$ cat src/rtl/iemt_pkg.sv
// shared types and constants of the id extent map translator
package iemt_pkg;

  localparam int unsigned IdW = 32;
  localparam logic [IdW-1:0] UNMAPPED_ID = 32'd65534;

  // operation codes of an input word
  typedef enum logic [1:0] {
    OP_STAGE   = 2'd0,
    OP_OUT2IN  = 2'd1,
    OP_IN2OUT  = 2'd2,
    OP_UNKNOWN = 2'd3
  } op_e;

  // result status codes
  typedef enum logic [1:0] {
    ST_OK      = 2'd0,
    ST_PENDING = 2'd1,
    ST_INVALID = 2'd2,
    ST_DENIED  = 2'd3
  } status_e;

  // configuration register indexes
  typedef enum logic [1:0] {
    CFG_INITIAL_NS   = 2'd0,
    CFG_CREATOR_PRIV = 2'd1,
    CFG_GROUP_MAP    = 2'd2,
    CFG_SETGROUPS    = 2'd3
  } cfg_reg_e;

  typedef struct packed {
    logic [1:0]     operation;
    logic [IdW-1:0] lookup_id;
    logic [IdW-1:0] ext_inner_first;
    logic [IdW-1:0] ext_outer_first;
    logic [IdW-1:0] ext_length;
    logic           last_extent;
    logic [IdW-1:0] writer_id;
  } in_word_t;

  typedef struct packed {
    logic [1:0]     status;
    logic [IdW-1:0] mapped_id;
    logic           found;
  } out_word_t;

  // conditions gathered for a commit decision
  typedef struct packed {
    logic initial_ns;
    logic table_written;
    logic stage_error;
    logic stage_empty;
    logic creator_priv;
    logic single_unit;
    logic owner_match;
    logic group_map;
    logic setgroups_open;
  } commit_req_t;

endpackage

$ cat src/rtl/id_extent_map_translator_core.sv
// top level of the id extent map translator: staging, commit, lookup
//
//  channel   signals                          direction
//  in        in_valid_i in_ready_o in_data_i  word in
//  out       out_valid_o out_ready_i out_data_o word out
//  cfg       cfg_we_i cfg_idx_i cfg_data_i    register write
//
// one word enters an input register, is processed in a single pass and lands
// in the result register; one word per cycle while the result register is not stalled.
// the table and staging registers update as a word leaves the input register,
// so the next word sees the effect of the previous one.
// reset clears counts, flags and valids, clears configuration but sets setgroups; extent storage is not cleared.
// a stalled result holds the input register, which then blocks further words.
module id_extent_map_translator_core
  import iemt_pkg::*;
#(
  parameter int unsigned MAX_EXTENTS = 5
) (
  input  logic       clk_i,
  input  logic       rst_ni,
  input  logic       in_valid_i,
  output logic       in_ready_o,
  input  in_word_t   in_data_i,
  output logic       out_valid_o,
  input  logic       out_ready_i,
  output out_word_t  out_data_o,
  input  logic       cfg_we_i,
  input  logic [1:0] cfg_idx_i,
  input  logic [0:0] cfg_data_i
);

  localparam int unsigned CntW = $clog2(MAX_EXTENTS + 1);
  localparam int unsigned IdxW = (MAX_EXTENTS > 1) ? $clog2(MAX_EXTENTS) : 1;

  // configuration registers
  logic initial_ns_q, creator_priv_q, group_map_q, setgroups_q;

  // pipeline registers
  logic      in_valid_q, out_valid_q;
  in_word_t  in_q;
  out_word_t out_q, out_d;
  logic      advance;

  // extent storage
  logic [MAX_EXTENTS-1:0][IdW-1:0] tbl_inner_q, tbl_outer_q, tbl_len_q;
  logic [MAX_EXTENTS-1:0][IdW-1:0] stg_inner_q, stg_outer_q, stg_len_q;
  logic [MAX_EXTENTS-1:0][IdW-1:0] eff_inner, eff_outer, eff_len;
  logic [CntW-1:0] committed_q, stage_count_q, eff_count;
  logic            stage_error_q, eff_error, room;

  // datapath results
  logic [IdW-1:0] lk_mapped;
  logic           lk_hit;
  commit_req_t    creq;
  status_e        commit_status;
  logic           is_stage, do_commit;

  // handshake
  assign advance     = in_valid_q && (!out_valid_q || out_ready_i);
  assign in_ready_o  = !in_valid_q || advance;
  assign out_valid_o = out_valid_q;
  assign out_data_o  = out_q;

  // configuration writes
  always_ff @(posedge clk_i or negedge rst_ni) begin
    if (!rst_ni) begin
      initial_ns_q   <= 1'b0;
      creator_priv_q <= 1'b0;
      group_map_q    <= 1'b0;
      setgroups_q    <= 1'b1;
    end else if (cfg_we_i) begin
      unique case (cfg_idx_i)
        CFG_INITIAL_NS:   initial_ns_q   <= cfg_data_i[0];
        CFG_CREATOR_PRIV: creator_priv_q <= cfg_data_i[0];
        CFG_GROUP_MAP:    group_map_q    <= cfg_data_i[0];
        CFG_SETGROUPS:    setgroups_q    <= cfg_data_i[0];
      endcase
    end
  end

  // input register
  always_ff @(posedge clk_i or negedge rst_ni) begin
    if (!rst_ni) begin
      in_valid_q <= 1'b0;
    end else if (in_valid_i && in_ready_o) begin
      in_valid_q <= 1'b1;
    end else if (advance) begin
      in_valid_q <= 1'b0;
    end
  end

  always_ff @(posedge clk_i) begin
    if (in_valid_i && in_ready_o) begin
      in_q <= in_data_i;
    end
  end

  // staged run including the current extent
  assign room      = stage_count_q < CntW'(MAX_EXTENTS);
  assign eff_count = room ? stage_count_q + 1'b1 : stage_count_q;
  assign eff_error = stage_error_q || (room && (in_q.ext_length == '0));

  always_comb begin
    for (int i = 0; i < MAX_EXTENTS; i++) begin
      if (room && (stage_count_q == CntW'(i))) begin
        eff_inner[i] = in_q.ext_inner_first;
        eff_outer[i] = in_q.ext_outer_first;
        eff_len[i]   = in_q.ext_length;
      end else begin
        eff_inner[i] = stg_inner_q[i];
        eff_outer[i] = stg_outer_q[i];
        eff_len[i]   = stg_len_q[i];
      end
    end
  end

  // commit decision
  always_comb begin
    creq.initial_ns        = initial_ns_q;
    creq.table_written     = committed_q != '0;
    creq.stage_error       = eff_error;
    creq.stage_empty       = eff_count == '0;
    creq.creator_priv      = creator_priv_q;
    creq.single_unit       = (eff_count == CntW'(1)) && (eff_len[0] == IdW'(1));
    creq.owner_match       = eff_outer[0] == in_q.writer_id;
    creq.group_map         = group_map_q;
    creq.setgroups_open    = setgroups_q;
  end

  iemt_commit_check u_commit (
    .req_i    (creq),
    .status_o (commit_status)
  );

  iemt_lookup #(
    .MaxExtents (MAX_EXTENTS),
    .CntW       (CntW)
  ) u_lookup (
    .tbl_inner_i  (tbl_inner_q),
    .tbl_outer_i  (tbl_outer_q),
    .tbl_len_i    (tbl_len_q),
    .count_i      (committed_q),
    .from_outer_i (in_q.operation == OP_OUT2IN),
    .id_i         (in_q.lookup_id),
    .mapped_o     (lk_mapped),
    .hit_o        (lk_hit)
  );

  assign is_stage  = in_q.operation == OP_STAGE;
  assign do_commit = advance && is_stage && in_q.last_extent && (commit_status == ST_OK);

  // result word
  always_comb begin
    out_d = '0;
    unique case (in_q.operation)
      OP_STAGE: begin
        out_d.status = in_q.last_extent ? commit_status : ST_PENDING;
      end
      OP_OUT2IN, OP_IN2OUT: begin
        out_d.status    = ST_OK;
        out_d.mapped_id = initial_ns_q ? in_q.lookup_id : lk_mapped;
        out_d.found     = initial_ns_q || lk_hit;
      end
      default: begin
        out_d.status = ST_INVALID;
      end
    endcase
  end

  // result register
  always_ff @(posedge clk_i or negedge rst_ni) begin
    if (!rst_ni) begin
      out_valid_q <= 1'b0;
    end else if (advance) begin
      out_valid_q <= 1'b1;
    end else if (out_ready_i) begin
      out_valid_q <= 1'b0;
    end
  end

  always_ff @(posedge clk_i) begin
    if (advance) begin
      out_q <= out_d;
    end
  end

  // staging counters and committed count
  always_ff @(posedge clk_i or negedge rst_ni) begin
    if (!rst_ni) begin
      stage_count_q <= '0;
      stage_error_q <= 1'b0;
      committed_q   <= '0;
    end else if (advance && is_stage) begin
      if (in_q.last_extent) begin
        stage_count_q <= '0;
        stage_error_q <= 1'b0;
        if (do_commit) begin
          committed_q <= eff_count;
        end
      end else begin
        stage_count_q <= eff_count;
        stage_error_q <= eff_error;
      end
    end
  end

  // extent storage writes
  always_ff @(posedge clk_i) begin
    if (advance && is_stage && !in_q.last_extent && room) begin
      stg_inner_q[stage_count_q[IdxW-1:0]] <= in_q.ext_inner_first;
      stg_outer_q[stage_count_q[IdxW-1:0]] <= in_q.ext_outer_first;
      stg_len_q[stage_count_q[IdxW-1:0]]   <= in_q.ext_length;
    end
    if (do_commit) begin
      tbl_inner_q <= eff_inner;
      tbl_outer_q <= eff_outer;
      tbl_len_q   <= eff_len;
    end
  end

  // checks on internal state
  a_committed_range: assert property (@(posedge clk_i) disable iff (!rst_ni)
    committed_q <= CntW'(MAX_EXTENTS))
    else $error("committed count beyond table depth");

  a_stage_range: assert property (@(posedge clk_i) disable iff (!rst_ni)
    stage_count_q <= CntW'(MAX_EXTENTS))
    else $error("stage count beyond table depth");

  a_write_once: assert property (@(posedge clk_i) disable iff (!rst_ni)
    (committed_q != '0) |=> $stable(committed_q))
    else $error("committed table changed after first write");

  a_error_needs_stage: assert property (@(posedge clk_i) disable iff (!rst_ni)
    stage_error_q |-> (stage_count_q != '0))
    else $error("stage error set with nothing staged");

  a_commit_only_unwritten: assert property (@(posedge clk_i) disable iff (!rst_ni)
    do_commit |-> (committed_q == '0) && !initial_ns_q)
    else $error("commit while table written or in initial namespace");

endmodule

$ cat src/rtl/iemt_commit_check.sv
// commit permission check for a staged map write
module iemt_commit_check
  import iemt_pkg::*;
(
  input  commit_req_t req_i,
  output status_e     status_o
);

  // checks in priority order
  always_comb begin
    priority if (req_i.initial_ns || req_i.table_written) begin
      status_o = ST_DENIED;
    end else if (req_i.stage_error || req_i.stage_empty) begin
      status_o = ST_INVALID;
    end else if (!req_i.creator_priv &&
                 (!req_i.single_unit || !req_i.owner_match ||
                  (req_i.group_map && req_i.setgroups_open))) begin
      status_o = ST_DENIED;
    end else begin
      status_o = ST_OK;
    end
  end

endmodule

$ cat src/rtl/iemt_lookup.sv
// parallel search of the committed extents in one direction
module iemt_lookup
  import iemt_pkg::*;
#(
  parameter int unsigned MaxExtents = 5,
  parameter int unsigned CntW       = 3
) (
  input  logic [MaxExtents-1:0][IdW-1:0] tbl_inner_i,
  input  logic [MaxExtents-1:0][IdW-1:0] tbl_outer_i,
  input  logic [MaxExtents-1:0][IdW-1:0] tbl_len_i,
  input  logic [CntW-1:0]                count_i,
  input  logic                           from_outer_i,
  input  logic [IdW-1:0]                 id_i,
  output logic [IdW-1:0]                 mapped_o,
  output logic                           hit_o
);

  logic [MaxExtents-1:0]          match;
  logic [MaxExtents-1:0][IdW-1:0] dest;
  logic [MaxExtents-1:0][IdW-1:0] offs;

  // per-extent range compare
  always_comb begin
    for (int i = 0; i < MaxExtents; i++) begin
      logic [IdW-1:0] base;
      base     = from_outer_i ? tbl_outer_i[i] : tbl_inner_i[i];
      dest[i]  = from_outer_i ? tbl_inner_i[i] : tbl_outer_i[i];
      offs[i]  = id_i - base;
      match[i] = (CntW'(i) < count_i) && (id_i >= base) && (offs[i] < tbl_len_i[i]);
    end
  end

  // first matching extent wins
  always_comb begin
    hit_o    = 1'b0;
    mapped_o = UNMAPPED_ID;
    for (int i = MaxExtents - 1; i >= 0; i--) begin
      if (match[i]) begin
        hit_o    = 1'b1;
        mapped_o = dest[i] + offs[i];
      end
    end
  end

endmodule

$ cat config.mk
export PLATFORM = sky130hd
export DESIGN_NAME = id_extent_map_translator_core
export DESIGN_NICKNAME = d
export VERILOG_FILES = /design/src/rtl/iemt_pkg.sv /design/src/rtl/id_extent_map_translator_core.sv /design/src/rtl/iemt_commit_check.sv /design/src/rtl/iemt_lookup.sv
export SDC_FILE = /design/constraint.sdc
export NUM_CORES = 2
export LEC_CHECK = 0
export BUFFER_PORTS_ARGS = -buffer_cell sky130_fd_sc_hd__buf_4
export CORE_ASPECT_RATIO = 1.2
export CORE_UTILIZATION = 30
export DETAILED_ROUTE_END_ITERATION = 10
export PLACE_DENSITY_LB_ADDON = 0.2
export RECOVER_POWER = 50
export SYNTH_ARGS = -nofsm -noshare
export SYNTH_HDL_FRONTEND = slang
export SYNTH_SLANG_ARGS = --single-unit
$ cat constraint.sdc
create_clock -name clk_i -period 30.9 [get_ports clk_i]
set_input_delay 3.09 -clock clk_i [delete_from_list [all_inputs] [get_ports clk_i]]
set_output_delay 3.09 -clock clk_i [all_outputs]
set_load 0.01 [all_outputs]
; ---- Word level (Yosys, flattened, before mapping)
; Cells that the tools add are included.
[word_totals]
regBits = 1171
out_inout_bits = 37
wordCells = 199
[op_classes]
add_sub_neg = 11
n_lt_le_gt_ge = 18
eq_ne = 12
muxes = 53
reduce_logical = 56
[ops]
columns = cell, n
row1 = $mux W32, 32
row2 = $bwmux W160, 3
row3 = $add A32 B32 Y32, 5
row4 = $ge A32 B32 Y1, 5
row5 = $lt A32 B32 Y1, 5
row6 = $sub A32 B32 Y32, 5
row7 = $demux W32 S3, 1
row8 = $eq A32 B1 Y1 const B, 1
row9 = $eq A32 B32 Y1, 1
row10 = $logic_not A32 Y1, 1
row11 = $logic_and A1 B1 Y1, 27
row12 = $mux W1, 10
row13 = $logic_or A1 B1 Y1, 8
row14 = $mux W2, 4
row15 = $reduce_and A2 Y1, 4
row16 = $eq A2 B2 Y1 const B, 3
row17 = $eq A3 B1 Y1 const B, 2
row18 = $eq A3 B2 Y1 const B, 2
row19 = $logic_not A1 Y1, 6
row20 = $logic_not A2 Y1, 3
row21 = $logic_not A3 Y1, 2
row22 = $lt A1 B3 Y1 const A, 2
row23 = $lt A2 B3 Y1 const A, 2
row24 = $mux W3, 2
row25 = 12 further kinds, 14

; ---- Logic depth before layout (Yosys ltp)
[depth]
word_depth = 15
depth_mapped = 34
ltp_nobuf = 29

; ---- Modules after synthesis
; From an unflattened synthesis, not the netlist that was laid out.
[unflattened]
cells_unflattened = 5386
hier_area_um2 = 66754.0
[modules_own_cells]
columns = mod, n_inst, cells_per_inst, area_each_um2, seq_area_each_um2
row1 = id_extent_map_translator_core, 1, 2149, 42607.1, 35099.9
row2 = iemt_lookup, 1, 3232, 24113.1, 0.0
row3 = iemt_commit_check, 1, 5, 33.8, 0.0

; ---- Least setup slack after synthesis
; Ideal clock, no wire load.
[synth_timing]
kind = in2reg
from = input port out_ready_i
to = register committed_q[0]
setup_time_ns = 0.152
arrival_ns = 24.364
required_time_ns = 30.748
path_slack_ns = 6.383
cell_stages = 5
cell_sequence = nand2b_1 > and2_1 > nand2_1 > nor3_2 > a31o_2
[synth_via]
elab_chain_len = 6
[synth_rtl]
columns = item, line
row1 = from (decl), id_extent_map_translator_core.sv:25  ; input logic out_ready_i,
row2 = $logic_or A1 B1 Y1, id_extent_map_translator_core.sv:59  ; assign advance = in_valid_q && (!out_valid_q || out_ready_i);
row3 = $logic_and A1 B1 Y1, id_extent_map_translator_core.sv:59
row4 = net advance, id_extent_map_translator_core.sv:42  ; logic advance;
row5 = $logic_and A1 B1 Y1 (3 in series), id_extent_map_translator_core.sv:150  ; assign do_commit = advance && is_stage && in_q.last_extent && (commit_status == ST_OK);
row6 = net do_commit, id_extent_map_translator_core.sv:56  ; logic is_stage, do_commit;
row7 = $reduce_and A3 Y1 (no source line), n/a
row8 = to (signal assigned), id_extent_map_translator_core.sv:198  ; committed_q <= eff_count;
row9 = to (decl), id_extent_map_translator_core.sv:48  ; logic [CntW-1:0] committed_q, stage_count_q, eff_count;
; The timed path passes the listed nets, and every way through them passes these cells.
; A chain may end at the register's enable or synchronous reset.

==> results.md <==
- The flow ran to the end, but the final reports show violations.
- The checks that failed: capacitance limit, slew limit.
- The post-DP HPWL is between 200 and 250 mm.
- The library cell used most frequently in the layout, excluding fill and tap cells, is sky130_fd_sc_hd__edfxtp_1.
- In this run, the number of DRC markers left after iteration 0 of detailed routing was around 4.2k.
- Summed over all cells, the static leakage comes to about 28 nW.
- The detailed-route DRC error count is 0.
- The flip-flop cell with the highest count after synthesis is sky130_fd_sc_hd__edfxtp_1.
- The synthesized netlist occupies a cell area of 66200 um^2.
- The synthesized area per cell is between 10 and 15 um^2.
- The area share of the largest cell type after synthesis is between 50 and 60%.
- CTS built an H-tree with a depth of 4.
- The instance count of the mapped netlist is roughly 5.2k.
- The share of synthesized area occupied by flip-flops and latches is about 53%.
- The switching part of the total is 33.8%.
- The pin count of the biggest net entering global routing is approximately 150.
- The cell-internal power is 3.34 mW.
- The initial antenna violation count was 11.
- After clock tree synthesis, the setup repair step added 0 buffers.
- The number of global-route vias before repair is 44.2k.
- The combined area of the multi-input logic cells is a little under 30000 um^2.
- For the pin with the worst max-slew slack, the measured transition is about 4.7 ns.
- The path type of the worst min-delay path is reg -> reg.
- STA classifies the critical path endpoint as a register.
- VDD sags by at most ~0.040 mV.
- The number of search-and-repair iterations in the first detailed-routing pass is 6.
- The floorplan has 188 rows.
- The number of failing hold endpoints at the final stage is 0.
- Of the cells placed in the final design, the portion with a size suffix greater than 1 is about 19%.
- For this run, asynchronously set or reset flops after synthesis account for under 10%.
- Of all nets on the critical path, the largest fanout is around 140.
- The number of vias after detailed routing is ~46k.
- The clock root buffer is sky130_fd_sc_hd__clkbuf_16.
- Setup repair after global routing left no endpoint under its margin.
- Combinational cells account for 29.2% of the total power.
- The classification of the worst setup path is reg -> reg.
- The worst endpoint data arrival time is between 10 and 15 ns.
- From synthesis to final layout, the design area changed by 14.8%.
- The total global routing overflow is 0.
- The yosys synthesis warning count is 0.
- The launching element type of the critical path is a register.
- Clock-pin slew was measured on the worst setup and hold paths at 0.06 ns.
- After clock tree synthesis, the repair step resized 0 gates.
- Pin placement for this block handled 208 I/O pins.
- The maximum root-to-sink buffer count is 3.
- The number of vias per cell is between 5 and 6.
- The post-route worst setup slack is between 15 and 20 ns.
- In this run the tool buffered the top-level ports with between 200 and 250 buffer cells.
- The count of flip-flops with a built-in enable after synthesis is between 1k and 1.5k.
- The tree built by TritonCTS fans out to 1171 sinks.
- In this run, distinct cell masters in the synthesized netlist total 95.
- The number of hold buffers added after CTS is 0.
- The number of maximum-capacitance constraint violations is 15.
- In the post-synthesis netlist, the biggest area contributors are sky130_fd_sc_hd__edfxtp_1 (53%), sky130_fd_sc_hd__mux2_2 (11%), sky130_fd_sc_hd__ha_1 (9.0%).
- The first-pass GRT wire length is 359 mm.
- For this block, the routed nets add up to roughly 260 mm of wire.
- The switching power total is 1.70 mW.
- The final layout contains between 6k and 7k nets.
- After filler insertion, the fill cell instance count of the layout stands at between 20k and 25k.
- Per report_power, the clock group accounts for around a third of the total.
- The full die area is between 200000 and 250000 um^2.
- Sequential cells burn between 30% and 40% of the power.
- The die outline width is 431 um.
- The biggest area contributor in the post-synthesis netlist is sky130_fd_sc_hd__edfxtp_1.
- Setup violations remaining at the end of the flow were counted as 0.
- The required time of the critical path is between 30 and 40 ns.
- Counting every net in the synthesized netlist gives between 5k and 6k.
- The remaining number of nets flagged by the antenna check after routing is 0.
- The time the final worst path needs with I/O delays and setup is between 10 and 15 ns.
- The post-detailed-route wirelength per cell is 30.7 um.
- Summing all flip-flop and latch instances after layout gives 35100 um^2.
- In the layout the commonest cells are sky130_fd_sc_hd__edfxtp_1 (1158), sky130_fd_sc_hd__mux2_2 (595), sky130_fd_sc_hd__ha_1 (477).
- The final critical path takes up a little under two fifths of the cycle.
- The congestion estimate from routability-driven global placement came to just over 1.
- The setup TNS after final layout is 0 ns.
- The relative slew slack is -213%.
- The placement-stage worst setup slack is around 20 ns.
- In the global route stage, overall resource usage came out at 23.1%.
- The worst-skew pair later-pin latency is approximately 0.85 ns.
- The initial utilization of the core area, before any placement, comes to 30.2%.
- The number of flip-flops and latches in the synthesized netlist is 1171.
- The clock tree from TritonCTS is done.
- After floorplanning, the core was sized to cover 219000 um^2.
- The number of max-slew violations in the final report is 556.
- On the final layout, the worst clock skew is a little under 0.07 ns.
- The CTS buffer count is around 130.
- The die is approximately 520 um tall.
- The power density normalized to cell area is approximately 66 nW/um^2.
- The peak clock frequency supported by timing is between 0.08 and 0.09 GHz.
-- routing by layer --
layer	up-vias	routed length [um]	GRT usage (%)
met2	1421	118000	36.2
met3	285	12100	2.46
met1	23300	122000	32.8
li1	20500	-	-
met4	0	9910	8.75
met5	-	0	0
-- per-stage QoR --
stage	hold WS [ns]	total power [mW]	std cells	area [um^2]	utilization, %
after floorplan	0.449	2.81	5195	66200	-
after global placement	0.462	3.39	8296	71700	32.8
after detailed placement	0.478	3.38	8297	71700	32.8
after CTS	0.485	5.06	8537	76300	34.8
after global routing	0.501	5.22	8538	76000	34.7
final	0.478	5.04	8540	76000	34.7
-- cell usage after synthesis, drive strengths merged (24+ instances only) --
cell type / count
buf: 61
o21ai: 215
ha: 478
a21oi: 318
nand2b: 53
mux2i: 159
nor2: 215
a211oi: 39
o21a: 55
o21bai: 43
edfxtp: 1158
nand2: 209
nand4: 52
nor2b: 42
clkbuf: 77
a221oi: 24
a21o: 184
nor4: 27
nor3: 72
a31oi: 47
inv: 277
o211ai: 32
mux2: 646
nand3: 75
xor2: 99
xnor2: 185
and3: 36
-- critical path, stage by stage (launching register included) --
cell and delay (ns):
sky130_fd_sc_hd__dfrtp_1 0.59, sky130_fd_sc_hd__inv_1 0.18, sky130_fd_sc_hd__ha_1 0.27, sky130_fd_sc_hd__nand2b_1 1.14, sky130_fd_sc_hd__clkbuf_1 3.34, sky130_fd_sc_hd__mux2_1 0.51, sky130_fd_sc_hd__xor2_1 0.17, sky130_fd_sc_hd__nor2_1 0.67
sky130_fd_sc_hd__nand4b_1 0.40, sky130_fd_sc_hd__nor4_1 0.59, sky130_fd_sc_hd__a41o_1 0.28, sky130_fd_sc_hd__nand3b_1 0.16, sky130_fd_sc_hd__nor3_4 0.20, sky130_fd_sc_hd__buf_12 0.55, sky130_fd_sc_hd__buf_4 0.87, sky130_fd_sc_hd__buf_4 0.80
-- layout make-up --
type,instances,share of cell area (%)
timing repair buffer,295,2.66
clock inverter,83,1.45
tap,2945,4.85
multi-input combinational,3609,39.0
inverter,277,1.37
clock buffer,157,4.53
sequential,1171,46.2
antenna,3,0.00988
-- state kept, by name, indices dropped and copies added (netlist names) --
register / count
tbl_len_q: 160
in_valid_q: 1
stg_outer_q: 160
committed_q: 3
initial_ns_q: 1
in_q: 163
out_valid_o: 1
stage_count_q: 3
tbl_inner_q: 160
setgroups_q: 1
stg_inner_q: 160
stg_len_q: 160
creator_priv_q: 1
tbl_outer_q: 160
out_data_o: 35
group_map_q: 1
stage_error_q: 1
-- power groups by stage --
stage	combinational, mW	clock (mW)	sequential, mW
floorplan	0.905	0	1.91
global placement	1.44	0	1.94
detailed placement	1.44	0	1.94
CTS	1.45	1.70	1.91
global route	1.55	1.76	1.91
finish	1.47	1.66	1.91
-- path summary, 6_finish.rpt --
kind	from	to	slack (ns)	cells past startpoint
setup / recovery	stage_count_q[0]	tbl_inner_q[120]	19.28	15
hold / removal	in_valid_q	out_valid_o	0.48	1
setup reg to reg	stage_count_q[0]	tbl_inner_q[120]	19.28	15
hold reg to reg	in_valid_q	out_valid_o	0.48	1
max in group asynchronous	rst_ni	stage_count_q[1]	28.13	1
min in group asynchronous	rst_ni	in_valid_q	2.29	1
-- cells by family after synthesis --
group,after synthesis,synth area share (%)
AO/OA/AOI/OAI,1147,11.4
XOR/XNOR,285,3.79
adder cells (fa/ha/maj),488,9.33
buffers and inverters,415,2.40
flip-flops,1171,53.0
multiplexers,805,13.4
AND/OR/NAND/NOR,884,6.69
(Power assumes the default switching activity.)
